### src/hw/rtl/swm_ram.sv
// ----------------------------------------------------------------------------
// swm_ram: generic single-write, single-read RAM
// One write port, one read port with registered read data.
// ----------------------------------------------------------------------------
module swm_ram #(
   parameter int WIDTH = 32,
   parameter int DEPTH = 64
) (
   input  logic                                      clock,
   input  logic                                      we,
   input  logic [((DEPTH > 1) ? $clog2(DEPTH) : 1)-1:0] waddr,
   input  logic [WIDTH-1:0]                          wdata,
   input  logic [((DEPTH > 1) ? $clog2(DEPTH) : 1)-1:0] raddr,
   output logic [WIDTH-1:0]                          rdata
);

   logic [WIDTH-1:0] mem [DEPTH];
   logic [WIDTH-1:0] rdata_ff;

   // write port
   always_ff @(posedge clock) begin
      if (we) begin
         mem[waddr] <= wdata;
      end
   end

   // registered read port
   always_ff @(posedge clock) begin
      rdata_ff <= mem[raddr];
   end

   assign rdata = rdata_ff;

endmodule

### config.mk
export PLATFORM = sky130hd
export DESIGN_NAME = swm_ram
export DESIGN_NICKNAME = d
export VERILOG_FILES = /design/src/hw/rtl/swm_ram.sv
export SDC_FILE = /design/constraint.sdc
export NUM_CORES = 2
export LEC_CHECK = 0
export BUFFER_PORTS_ARGS = -buffer_cell sky130_fd_sc_hd__buf_2
export CAP_MARGIN = 20
export CELL_PAD_IN_SITES_DETAIL_PLACEMENT = 1
export CELL_PAD_IN_SITES_GLOBAL_PLACEMENT = 2
export CORE_MARGIN = 2
export CORE_UTILIZATION = 51
export DETAILED_ROUTE_END_ITERATION = 16
export HOLD_SLACK_MARGIN = 0.1
export PLACE_DENSITY_LB_ADDON = 0.1
export SYNTH_ARGS = -nofsm -noshare
export SYNTH_HDL_FRONTEND = slang
export SYNTH_SLANG_ARGS = --single-unit
export TNS_END_PERCENT = 30
### constraint.sdc
create_clock -name clock -period 5.35 [get_ports clock]
set_clock_uncertainty 0.15 [all_clocks]
set_input_delay 0.8025 -clock clock [delete_from_list [all_inputs] [get_ports clock]]
set_output_delay 0.8025 -clock clock [all_outputs]
set_load 0.02 [all_outputs]
==> results.sh <==
export IMPL_p_sw_share_pct=20.8
export IMPL_use_met1_pct=40.1
export IMPL_ant_nets=0
export IMPL_vias=37200
export IMPL_rows=143
export IMPL_powerDensity_nw_per_um2=387
export IMPL_grt_usage_pct=27.0
export IMPL_hold_viol=0
export IMPL_arrival_ns=3.93
export IMPL_tns_ns=0
export IMPL_ys_ff_latch=2080
export IMPL_final_common_cell="edfxtp_1"
export IMPL_worstSetupStartpointType="primary input"
export IMPL_outcome="complete, no violations"
export IMPL_ir_drop_mv=0.348
export IMPL_place_ws_ns=1.06
export IMPL_yosysUniqueCellTypes=34
export IMPL_clockBufferDepth=3
export IMPL_fillerInstances=12400
export IMPL_syn_area_um2=78500
export IMPL_avgSynthCellArea_um2=23.6
export IMPL_wl_per_cell_um=35.8
export IMPL_end_kind="flop"
export IMPL_syn_to_final_growth_pct=14.5
export IMPL_combPwrFrac_pct=4.9
export IMPL_design_core_area_um2=152000
export IMPL_overflow=0
export IMPL_cts_tree="yes"
export IMPL_final_cell_mix="2048 x edfxtp_1, 544 x mux4_2, 220 x clkbuf_16, 131 x buf_4, 93 x mux2i_1"
export IMPL_finalCriticalPeriod_ns=3.39
export IMPL_rsz0062_at_grt="false"
export IMPL_timing_rr_start="mem[47][7]$_DFFE_PP_"
export IMPL_antenna_found_initial=13
export IMPL_die_x_um=396
export IMPL_power_switching_w=0.00724
export IMPL_critPathKind="in -> reg"
export IMPL_tritoncts_num_buffers=208
export IMPL_use_met2_pct=42.7
export IMPL_r2r_cells=4
export IMPL_ios=78
export IMPL_firstDrtPassIters=5
export IMPL_seqPwrFrac_pct=52.2
export IMPL_io_buffers=77
export IMPL_clock_fmax_mhz=295
export IMPL_grt_max_degree=83
export IMPL_reg2reg_to="rdata[7]$_DFF_P_"
export IMPL_cts_root_buf="clkbuf_16"
export IMPL_power_leakage_nw=28.2
export IMPL_die_area_um2=157000
export IMPL_wirelength_um=208000
export IMPL_start_util_pct=51.5
export IMPL_slew_headroom_pct=28.4
export IMPL_holdPathEnd="mem[2][9]$_DFFE_PP_"
export IMPL_grt_pass1_wl_um=297000
export IMPL_drt_iter0_drc=4410
export IMPL_grt_pass1_vias=39600
export IMPL_critPathRequiredTime_ns=5.89
export IMPL_ys_seq_area_share_pct=79.1
export IMPL_syn_num_nets=3370
export IMPL_use_met3_pct=4.31
export IMPL_clock_sinks=2080
export IMPL_drc=0
export IMPL_cts_resized=0
export IMPL_p_int_w=0.0275
export IMPL_crit_fanout=39
export IMPL_reg2reg_setup_slack_ns=2.94
export IMPL_final_layout_size_suffix_gt1_share_pct=30.8
export IMPL_worst_slew_pin_slew_ns=1.07
export IMPL_place_congestion=0.778
export IMPL_htreeDepth=4
export IMPL_clkTransAtPathRegs_ns=0.06
export IMPL_yosysWarnings=0
export IMPL_hpwlAfterDp_um=120000
export IMPL_clock_power_share_pct=43.0
export IMPL_hold_class="in -> reg"
export IMPL_setup_viol_count_final=0
export IMPL_holdBufCountCts=0
export IMPL_hold_depth=1
export IMPL_postCtsSetupRepairBufs=0
export IMPL_avgViaCountPerCell=6.40
export IMPL_die_y_um=396
export IMPL_final_period_utilization_pct=63.4
export IMPL_insertion_delay_ns=0.83
export IMPL_setup_slack_ns=1.96
export IMPL_drv_cap=0
export IMPL_drv_slew=0
export IMPL_postSynthCellCount=3324
export IMPL_hp_start="wdata[9]"
export IMPL_busiest_layer="met2"
export IMPL_num_nets_final=3648
==> Yosys cell counts <==
library cell     n  area share, %
edfxtp_1      2048             78
mux4_2         544             16
nor2_1         137           0.65
mux2i_1         93            1.2
o22ai_1         84           0.67
clkbuf_1        74           0.35
a21oi_1         62           0.40
buf_2           57           0.36
dfxtp_1         32           0.82
o221ai_1        27           0.30
nand2_1         26           0.12
buf_4           25           0.24
buf_1           21           0.10
nor2b_1         15           0.12
a22oi_1         12           0.11
a311oi_1         8          0.089
nand2b_1         8          0.064
nor3_1           7          0.045
buf_6            5          0.072
nand3_1          5          0.032
nand3b_1         5          0.048
a41o_1           4          0.051
and3_1           4          0.032
o32ai_1          4          0.045
or3_1            3          0.024
or3b_2           3          0.033
and2_1           2          0.016
nand4_1          2          0.016
or3b_1           2          0.022
a31oi_1          1         0.0080
nand4b_1         1          0.011
or2_0            1         0.0080
or2_1            1         0.0080
or2_2            1         0.0080
==> sequential cells by signal, summed over array words and instances (netlist names) <==
register / flops
mem: 2048
rdata: 32
==> worst max-delay path, stage by stage <==
cell and delay [ns]:
buf_8 0.45, buf_4 0.66, mux4_2 0.61, mux4_2 0.53
o22ai_1 0.61, nor2_1 0.11
==> kinds of logic after synthesis <==
| logic type | after synthesis | synth area share, % |
|---|---|---|
| flops | 2080 | 79.1 |
| mux | 637 | 16.8 |
| simple gates | 223 | 1.27 |
| compound gates | 202 | 1.67 |
| buf+inv | 182 | 1.13 |
==> stage by stage <==
step	instance area, um2	instances	utilization, %	hold slack [ns]	total power [W]
global route	89900	5807	59.0	0.122	0.0356
floorplan	78500	3324	-	0.513	0.0193
finish	89900	5810	59.0	0.144	0.0348
detailed placement	82300	5393	54.0	0.619	0.0202
CTS	89300	5778	58.6	0.270	0.0349
global placement	82300	5392	54.0	0.617	0.0201
==> power by group through the flow <==
stage                     registers [W]  clock network, W  logic, W
after detailed placement         0.0185                 0   0.00167
after CTS                        0.0181            0.0151   0.00167
after global routing             0.0181            0.0157   0.00180
final                            0.0181            0.0149   0.00170
after global placement           0.0185                 0   0.00162
after floorplan                  0.0185                 0  0.000877
==> per-layer routing <==
layer	wire length, um	part of all wire (%)
met1	88200	42
met2	101000	48
met3	14800	7.1
met4	4420	2.1
met5	0	0
==> cell type report <==
type / instances / area, um2 / share of cell area (%)
diodes: 3 / 7.51 / 0.00835
repair buffers: 250 / 2280 / 2.54
flip-flops and latches: 2080 / 62100 / 69.1
multi-input cells: 1062 / 16000 / 17.8
clock inverters: 104 / 1170 / 1.30
clock buffers: 281 / 5820 / 6.48
well taps: 2030 / 2540 / 2.82
==> worst max path at each step <==
stage	startpoint	end	slack (ns)	depth (start not counted)
floorplan	waddr[3]	mem[48][0]$_DFFE_PP_	1.24	4
global placement	raddr[0]	rdata[17]$_DFF_P_	1.11	8
detailed placement	raddr[0]	rdata[7]$_DFF_P_	1.06	6
CTS	raddr[0]	rdata[7]$_DFF_P_	1.97	6
global route	raddr[0]	rdata[17]$_DFF_P_	1.83	8
finish	raddr[0]	rdata[7]$_DFF_P_	1.96	6
No activity file was read; power rests on OpenSTA's default activity.
