[src/hw/rtl/swm_pkg.sv]
// ----------------------------------------------------------------------------
// swm_pkg: shared definitions for the sliding window median unit
// Window size, field widths, the cell link and control structs.
// ----------------------------------------------------------------------------
package swm_pkg;

   // largest window the cell chain holds
   localparam int MAX_WINDOW = 64;

   // field widths
   localparam int SAMPLE_W = 32;
   localparam int MEDIAN_W = SAMPLE_W + 1;
   localparam int CSR_W    = 7;

   // window length / fill count width, slot address width
   localparam int LEN_W  = $clog2(MAX_WINDOW + 1);
   localparam int SLOT_W = (MAX_WINDOW > 1) ? $clog2(MAX_WINDOW) : 1;

   // window length after reset
   localparam logic [LEN_W-1:0] LEN_RESET = LEN_W'(3);

   // data handed between neighboring cells
   typedef struct packed {
      logic signed [SAMPLE_W-1:0] value;  // window entry
      logic                       le_new; // entry is <= incoming sample
   } swm_link_type;

   // control broadcast to every cell
   typedef struct packed {
      logic                       upd;    // apply the update this cycle
      logic                       rm;     // evict one copy of old_val
      logic signed [SAMPLE_W-1:0] old_val;
      logic signed [SAMPLE_W-1:0] new_val;
      logic [LEN_W-1:0]           kept;   // entries left after eviction
   } swm_ctrl_type;

endpackage

[src/hw/rtl/swm_cell.sv]
// ----------------------------------------------------------------------------
// swm_cell: one entry of the sorted window
// Evicts and inserts in a single update using only its two neighbors.
// ----------------------------------------------------------------------------
module swm_cell import swm_pkg::*; (
   input  logic                       clock,
   input  swm_ctrl_type               ctrl,
   input  logic [LEN_W-1:0]           idx,
   input  swm_link_type               from_left,
   input  swm_link_type               from_right,
   output swm_link_type               to_left,
   output swm_link_type               to_right,
   output logic signed [SAMPLE_W-1:0] value
);

   logic signed [SAMPLE_W-1:0] val_ff;
   logic signed [SAMPLE_W-1:0] val_in;
   logic                       at_or_past_old;
   logic                       le_own;
   logic signed [SAMPLE_W-1:0] kept_val;
   logic                       kept_le;

   // entries at or after the first copy of the evicted value shift left
   assign at_or_past_old = ctrl.rm && (val_ff >= ctrl.old_val);
   assign le_own         = (val_ff <= ctrl.new_val);

   // window after eviction, seen at this position
   assign kept_val = at_or_past_old ? from_right.value : val_ff;
   assign kept_le  = (idx < ctrl.kept) && (at_or_past_old ? from_right.le_new : le_own);

   assign to_left  = '{value: val_ff, le_new: le_own};
   assign to_right = '{value: kept_val, le_new: kept_le};

   // insertion: keep, take the new sample, or take the left entry
   always_comb begin
      val_in = val_ff;
      if (ctrl.upd) begin
         if (kept_le) begin
            val_in = kept_val;
         end else if (from_left.le_new) begin
            val_in = ctrl.new_val;
         end else begin
            val_in = from_left.value;
         end
      end
   end

   always_ff @(posedge clock) begin
      val_ff <= val_in;
   end

   assign value = val_ff;

endmodule

[config.mk]
export PLATFORM = sky130hd
export DESIGN_NAME = swm_cell
export DESIGN_NICKNAME = d
export VERILOG_FILES = /design/src/hw/rtl/swm_pkg.sv /design/src/hw/rtl/swm_cell.sv
export SDC_FILE = /design/constraint.sdc
export NUM_CORES = 1
export LEC_CHECK = 0
export ABC_CLOCK_PERIOD_IN_PS = 3600
export BUFFER_PORTS_ARGS = -buffer_cell sky130_fd_sc_hd__buf_2
export CAP_MARGIN = 20
export CORE_MARGIN = 4
export CORE_UTILIZATION = 46
export CTS_CLUSTER_DIAMETER = 60
export CTS_CLUSTER_SIZE = 16
export DETAILED_ROUTE_END_ITERATION = 8
export GPL_ROUTABILITY_DRIVEN = 0
export GPL_TIMING_DRIVEN = 0
export PLACE_DENSITY = 0.91
export SYNTH_ARGS = -nofsm -noshare
export SYNTH_HDL_FRONTEND = slang
export SYNTH_SLANG_ARGS = --single-unit
[constraint.sdc]
create_clock -name clock -period 3.6 [get_ports clock]
set_input_delay 0.18 -clock clock [delete_from_list [all_inputs] [get_ports clock]]
set_output_delay 0.18 -clock clock [all_outputs]
set_load 0.02 [all_outputs]
==> impl_results.md <==
* Initial antenna violation count at 1
* Met2 wire length at between 7000 and 8000 um
* H-tree levels at 2
* Netlist cell types at 38
* Largest net degree at the start of global routing at 33
* Pre-CTS setup slack at -0.107 ns
* CP Data Arrival Time at around 3.3 ns
* Hold Vio Cnt, Final at 0
* WHS at approximately 0.27 ns
* Hold Path Class: in -> reg
* Final Max Slew Viols at 0
* Area of the die at roughly 11000 um^2
* Max cap viols at 0
* Area share of fa/ha/maj cells after synthesis at about a fifth
* Peak Freq at 0.290 GHz
* Drt drc at 0
* Antenna Nets Post-Route at 0
* Pwr Density at 421 nW/um^2
* Clock Skew at ~0.012 ns
* Die W at 105 um
* Placed Instances at about 870
* Final cell count without fillers at between 800 and 900
* Post-Syn Area per Cell at 8.80 um^2
* RSZ-0062 raised after global routing: yes
* Most used cell, CP: and4_1
* Mux contribution to synthesized area at approximately 16%
* Clock tree root driver cell: clkbuf_8
* Worst-path clk slew at ~0.080 ns
* Lkg Pwr at between 3 and 4 nW
* CP Launch Type: flip-flop
* Later-pin clock latency in the skew report at 0.29 ns
* Critical path, cell by cell: ha_1 -> and4_1 -> and4_1 -> a221oi_1 -> nand2_1 -> mux2_4 -> and3b_1 -> a21oi_4 -> buf_6 -> inv_1 -> buf_4 -> buf_2
* Top sig layer: met5
* Buffers & Inverters on Critical Path at 4
* Seq/Total Area, Yosys at 22.1%
* First-pass GRT wire length at around 23000 um
* Routed WL per cell at about 17 um
* IO Pins at 245
* Post-Synthesis Cells at about 500
* Synth async-reset ratio at 0%
* CTS max path bufs at 2
* Tot Pwr at 0.00248 W
* Port buffer count at approximately 240
* Vias in the first global route at 4791
* Setup violations, final at 0
* Slowest-stage cell, CP: edfxtp_1
* WL met1 at 5770 um
* Status: completed
* Critical path required time at roughly 3.4 ns
* # rows at 35
* Post-synth EDFFs at 32
* Drt pass-1 iters at 8
* Synth Area in Compound Gates at around 16%
* Area Growth Syn to Fin at 35.3%
* Final Worst Setup Slack at ~0.16 ns
* Post-DR vias/cell at around 5.4
* Layout cells sized above 1 at about 45%
* Worst relative slew slack at 41.2%
* # diodes at 0
* Critical path class: reg -> out
* Sink Count at 32
* Die Ht at between 100 and 150 um
* Max stage delay on crit path at about 0.48 ns
* DR iter-0 viols at 335
* Fill cells at a little over 800
* CP top delay family: simple AND/OR/NAND/NOR gates
* Synthesized area at ~4400 um^2
* DP HPWL at 12100 um
* Post-Synth XOR/XNOR Area at 0%
* Maximum vdd drop at ~0.00025 V
* Routed met3 length at roughly 1300 um
* Tightest Pin Transition at between 0.8 and 0.9 ns
* CTS tree: built
* Top FF cell, synth: edfxtp_1
* Num CTS Buffers at 5
* Simple-Gate Fraction of Synth Area at just over 9%
* Synth warnings at 0
* Main combinational cell family by area after synthesis: adder cells
* Global route overflow at 0
* Mapped Nets at approximately 710
* Synth Register Bits at 32
* Peak fanout along the critical path at 10
* Total GRT Usage at between 20% and 30%
* Part of the cycle the worst path needs at between 90% and 100%
* Nets@finish at 964
* Worst Setup End Kind: output port
* Max reg flops at 32
* Initial Utilization at 47.1%
* Vias after detailed routing at between 4000 and 5000
* Core area at ~9200 um^2
* Drt total wl at ~15000 um
* Min Tclk post-route at approximately 3.4 ns
repair_timing:
action / 4_1_cts / 5_1_grt
hold buffers: 0 / 0
setup buffers: 0 / 3
hold endpoints to repair: 0 / 0
pin swaps: 0 / 3
resized for setup: 10 / 6
endpoints found under the setup margin: 59 / 33
report_power, final:
| group | leakage, nW | switching [W] | internal (W) |
|---|---|---|---|
| clock network | 0.0399 | 0.000153 | 0.000135 |
| logic | 2.99 | 0.000883 | 0.000677 |
| registers | 0.309 | 0.000115 | 0.000516 |
cells by family (layout without fill, tap and decap cells):
family,after synthesis,in the layout
multiplexers,65,65
flip-flops,32,32
adder cells (fa/ha/maj),70,70
buffers and inverters,155,408
AND/OR/NAND/NOR,82,82
AO/OA/AOI/OAI,91,91
synth_stat cells (all sizes together), types with 2 or more instances:
library cell,number,share of area (%)
ha,70,20
nand4,12,1.7
nor2b,5,0.72
mux2i,32,7.4
a21o,14,2.4
edfxtp,32,22
nand3,6,0.69
mux2,33,8.6
nand2,11,0.95
and4,3,0.60
buf,40,6.5
a222oi,31,7.1
nor2,36,3.1
o21ai,7,0.80
a21oi,23,2.7
inv,102,8.8
o211ai,2,0.34
a221oi,2,0.40
nand2b,3,0.43
and3,2,0.29
clkbuf,13,1.1
a211oi,4,0.98
through the flow:
| stage | util, % | setup TNS (ns) | cell area [um^2] |
|---|---|---|---|
| after floorplan | - | 0 | 4360 |
| after global placement | 62.1 | -0.00396 | 5730 |
| after detailed placement | 62.1 | -1.61 | 5730 |
| after CTS | 63.4 | 0 | 5860 |
| after global routing | 63.8 | -0.00980 | 5890 |
| final | 63.8 | 0 | 5890 |
worst min-delay path, cell delays in order:
cell,delay (ns)
buf_2,0.10
inv_1,0.04
a222oi_1,0.07
final timing paths:
| kind | end | start | cells after the start | slack (ns) |
|---|---|---|---|---|
| setup / recovery | to_right[0] | value[31]$_DFFE_PP_ | 12 | 0.16 |
| hold reg to reg | value[24]$_DFFE_PP_ | value[24]$_DFFE_PP_ | 2 | 0.85 |
| setup reg to reg | value[20]$_DFFE_PP_ | value[31]$_DFFE_PP_ | 10 | 0.23 |
| hold / removal | value[29]$_DFFE_PP_ | from_right[30] | 3 | 0.27 |
placed cells by master, fill, tap and decap left out, types with 2 or more instances in the layout:
master and count:
buf_2 245, and4_1 3, nand2_1 10, nand3_1 6, a21o_1 14, nand2b_1 3, clkbuf_1 12, clkbuf_8 5
nand4_1 12, nor2b_1 5, ha_1 70, buf_4 40, edfxtp_1 32, clkbuf_2 2, inv_1 102, a222oi_1 31
a221oi_1 2, and3_1 2, a211oi_1 3, nor2_1 36, a21oi_1 22, mux2i_1 32, o211ai_1 2, mux2_2 32
o21ai_0 7
metal layers:
layer  up-vias  global-route usage, %
li1       2263                      -
met1      2181                   29.7
met2       243                   47.9
met3        16                   5.14
met4         2                   5.62
met5         -                      0
area by class of cell:
class                   instances  area (um^2)  share of cell area [%]
plain buffers                  52          347                    5.88
clock buffers                   7         76.3                    1.30
clock inverters                 1         3.75                  0.0637
inverters                     102          383                    6.50
multi-input cells             308         2720                    46.2
flip-flops and latches         32          961                    16.3
well taps                     129          161                    2.74
repair buffers                246         1240                    21.0
(Power assumes the default switching activity.)
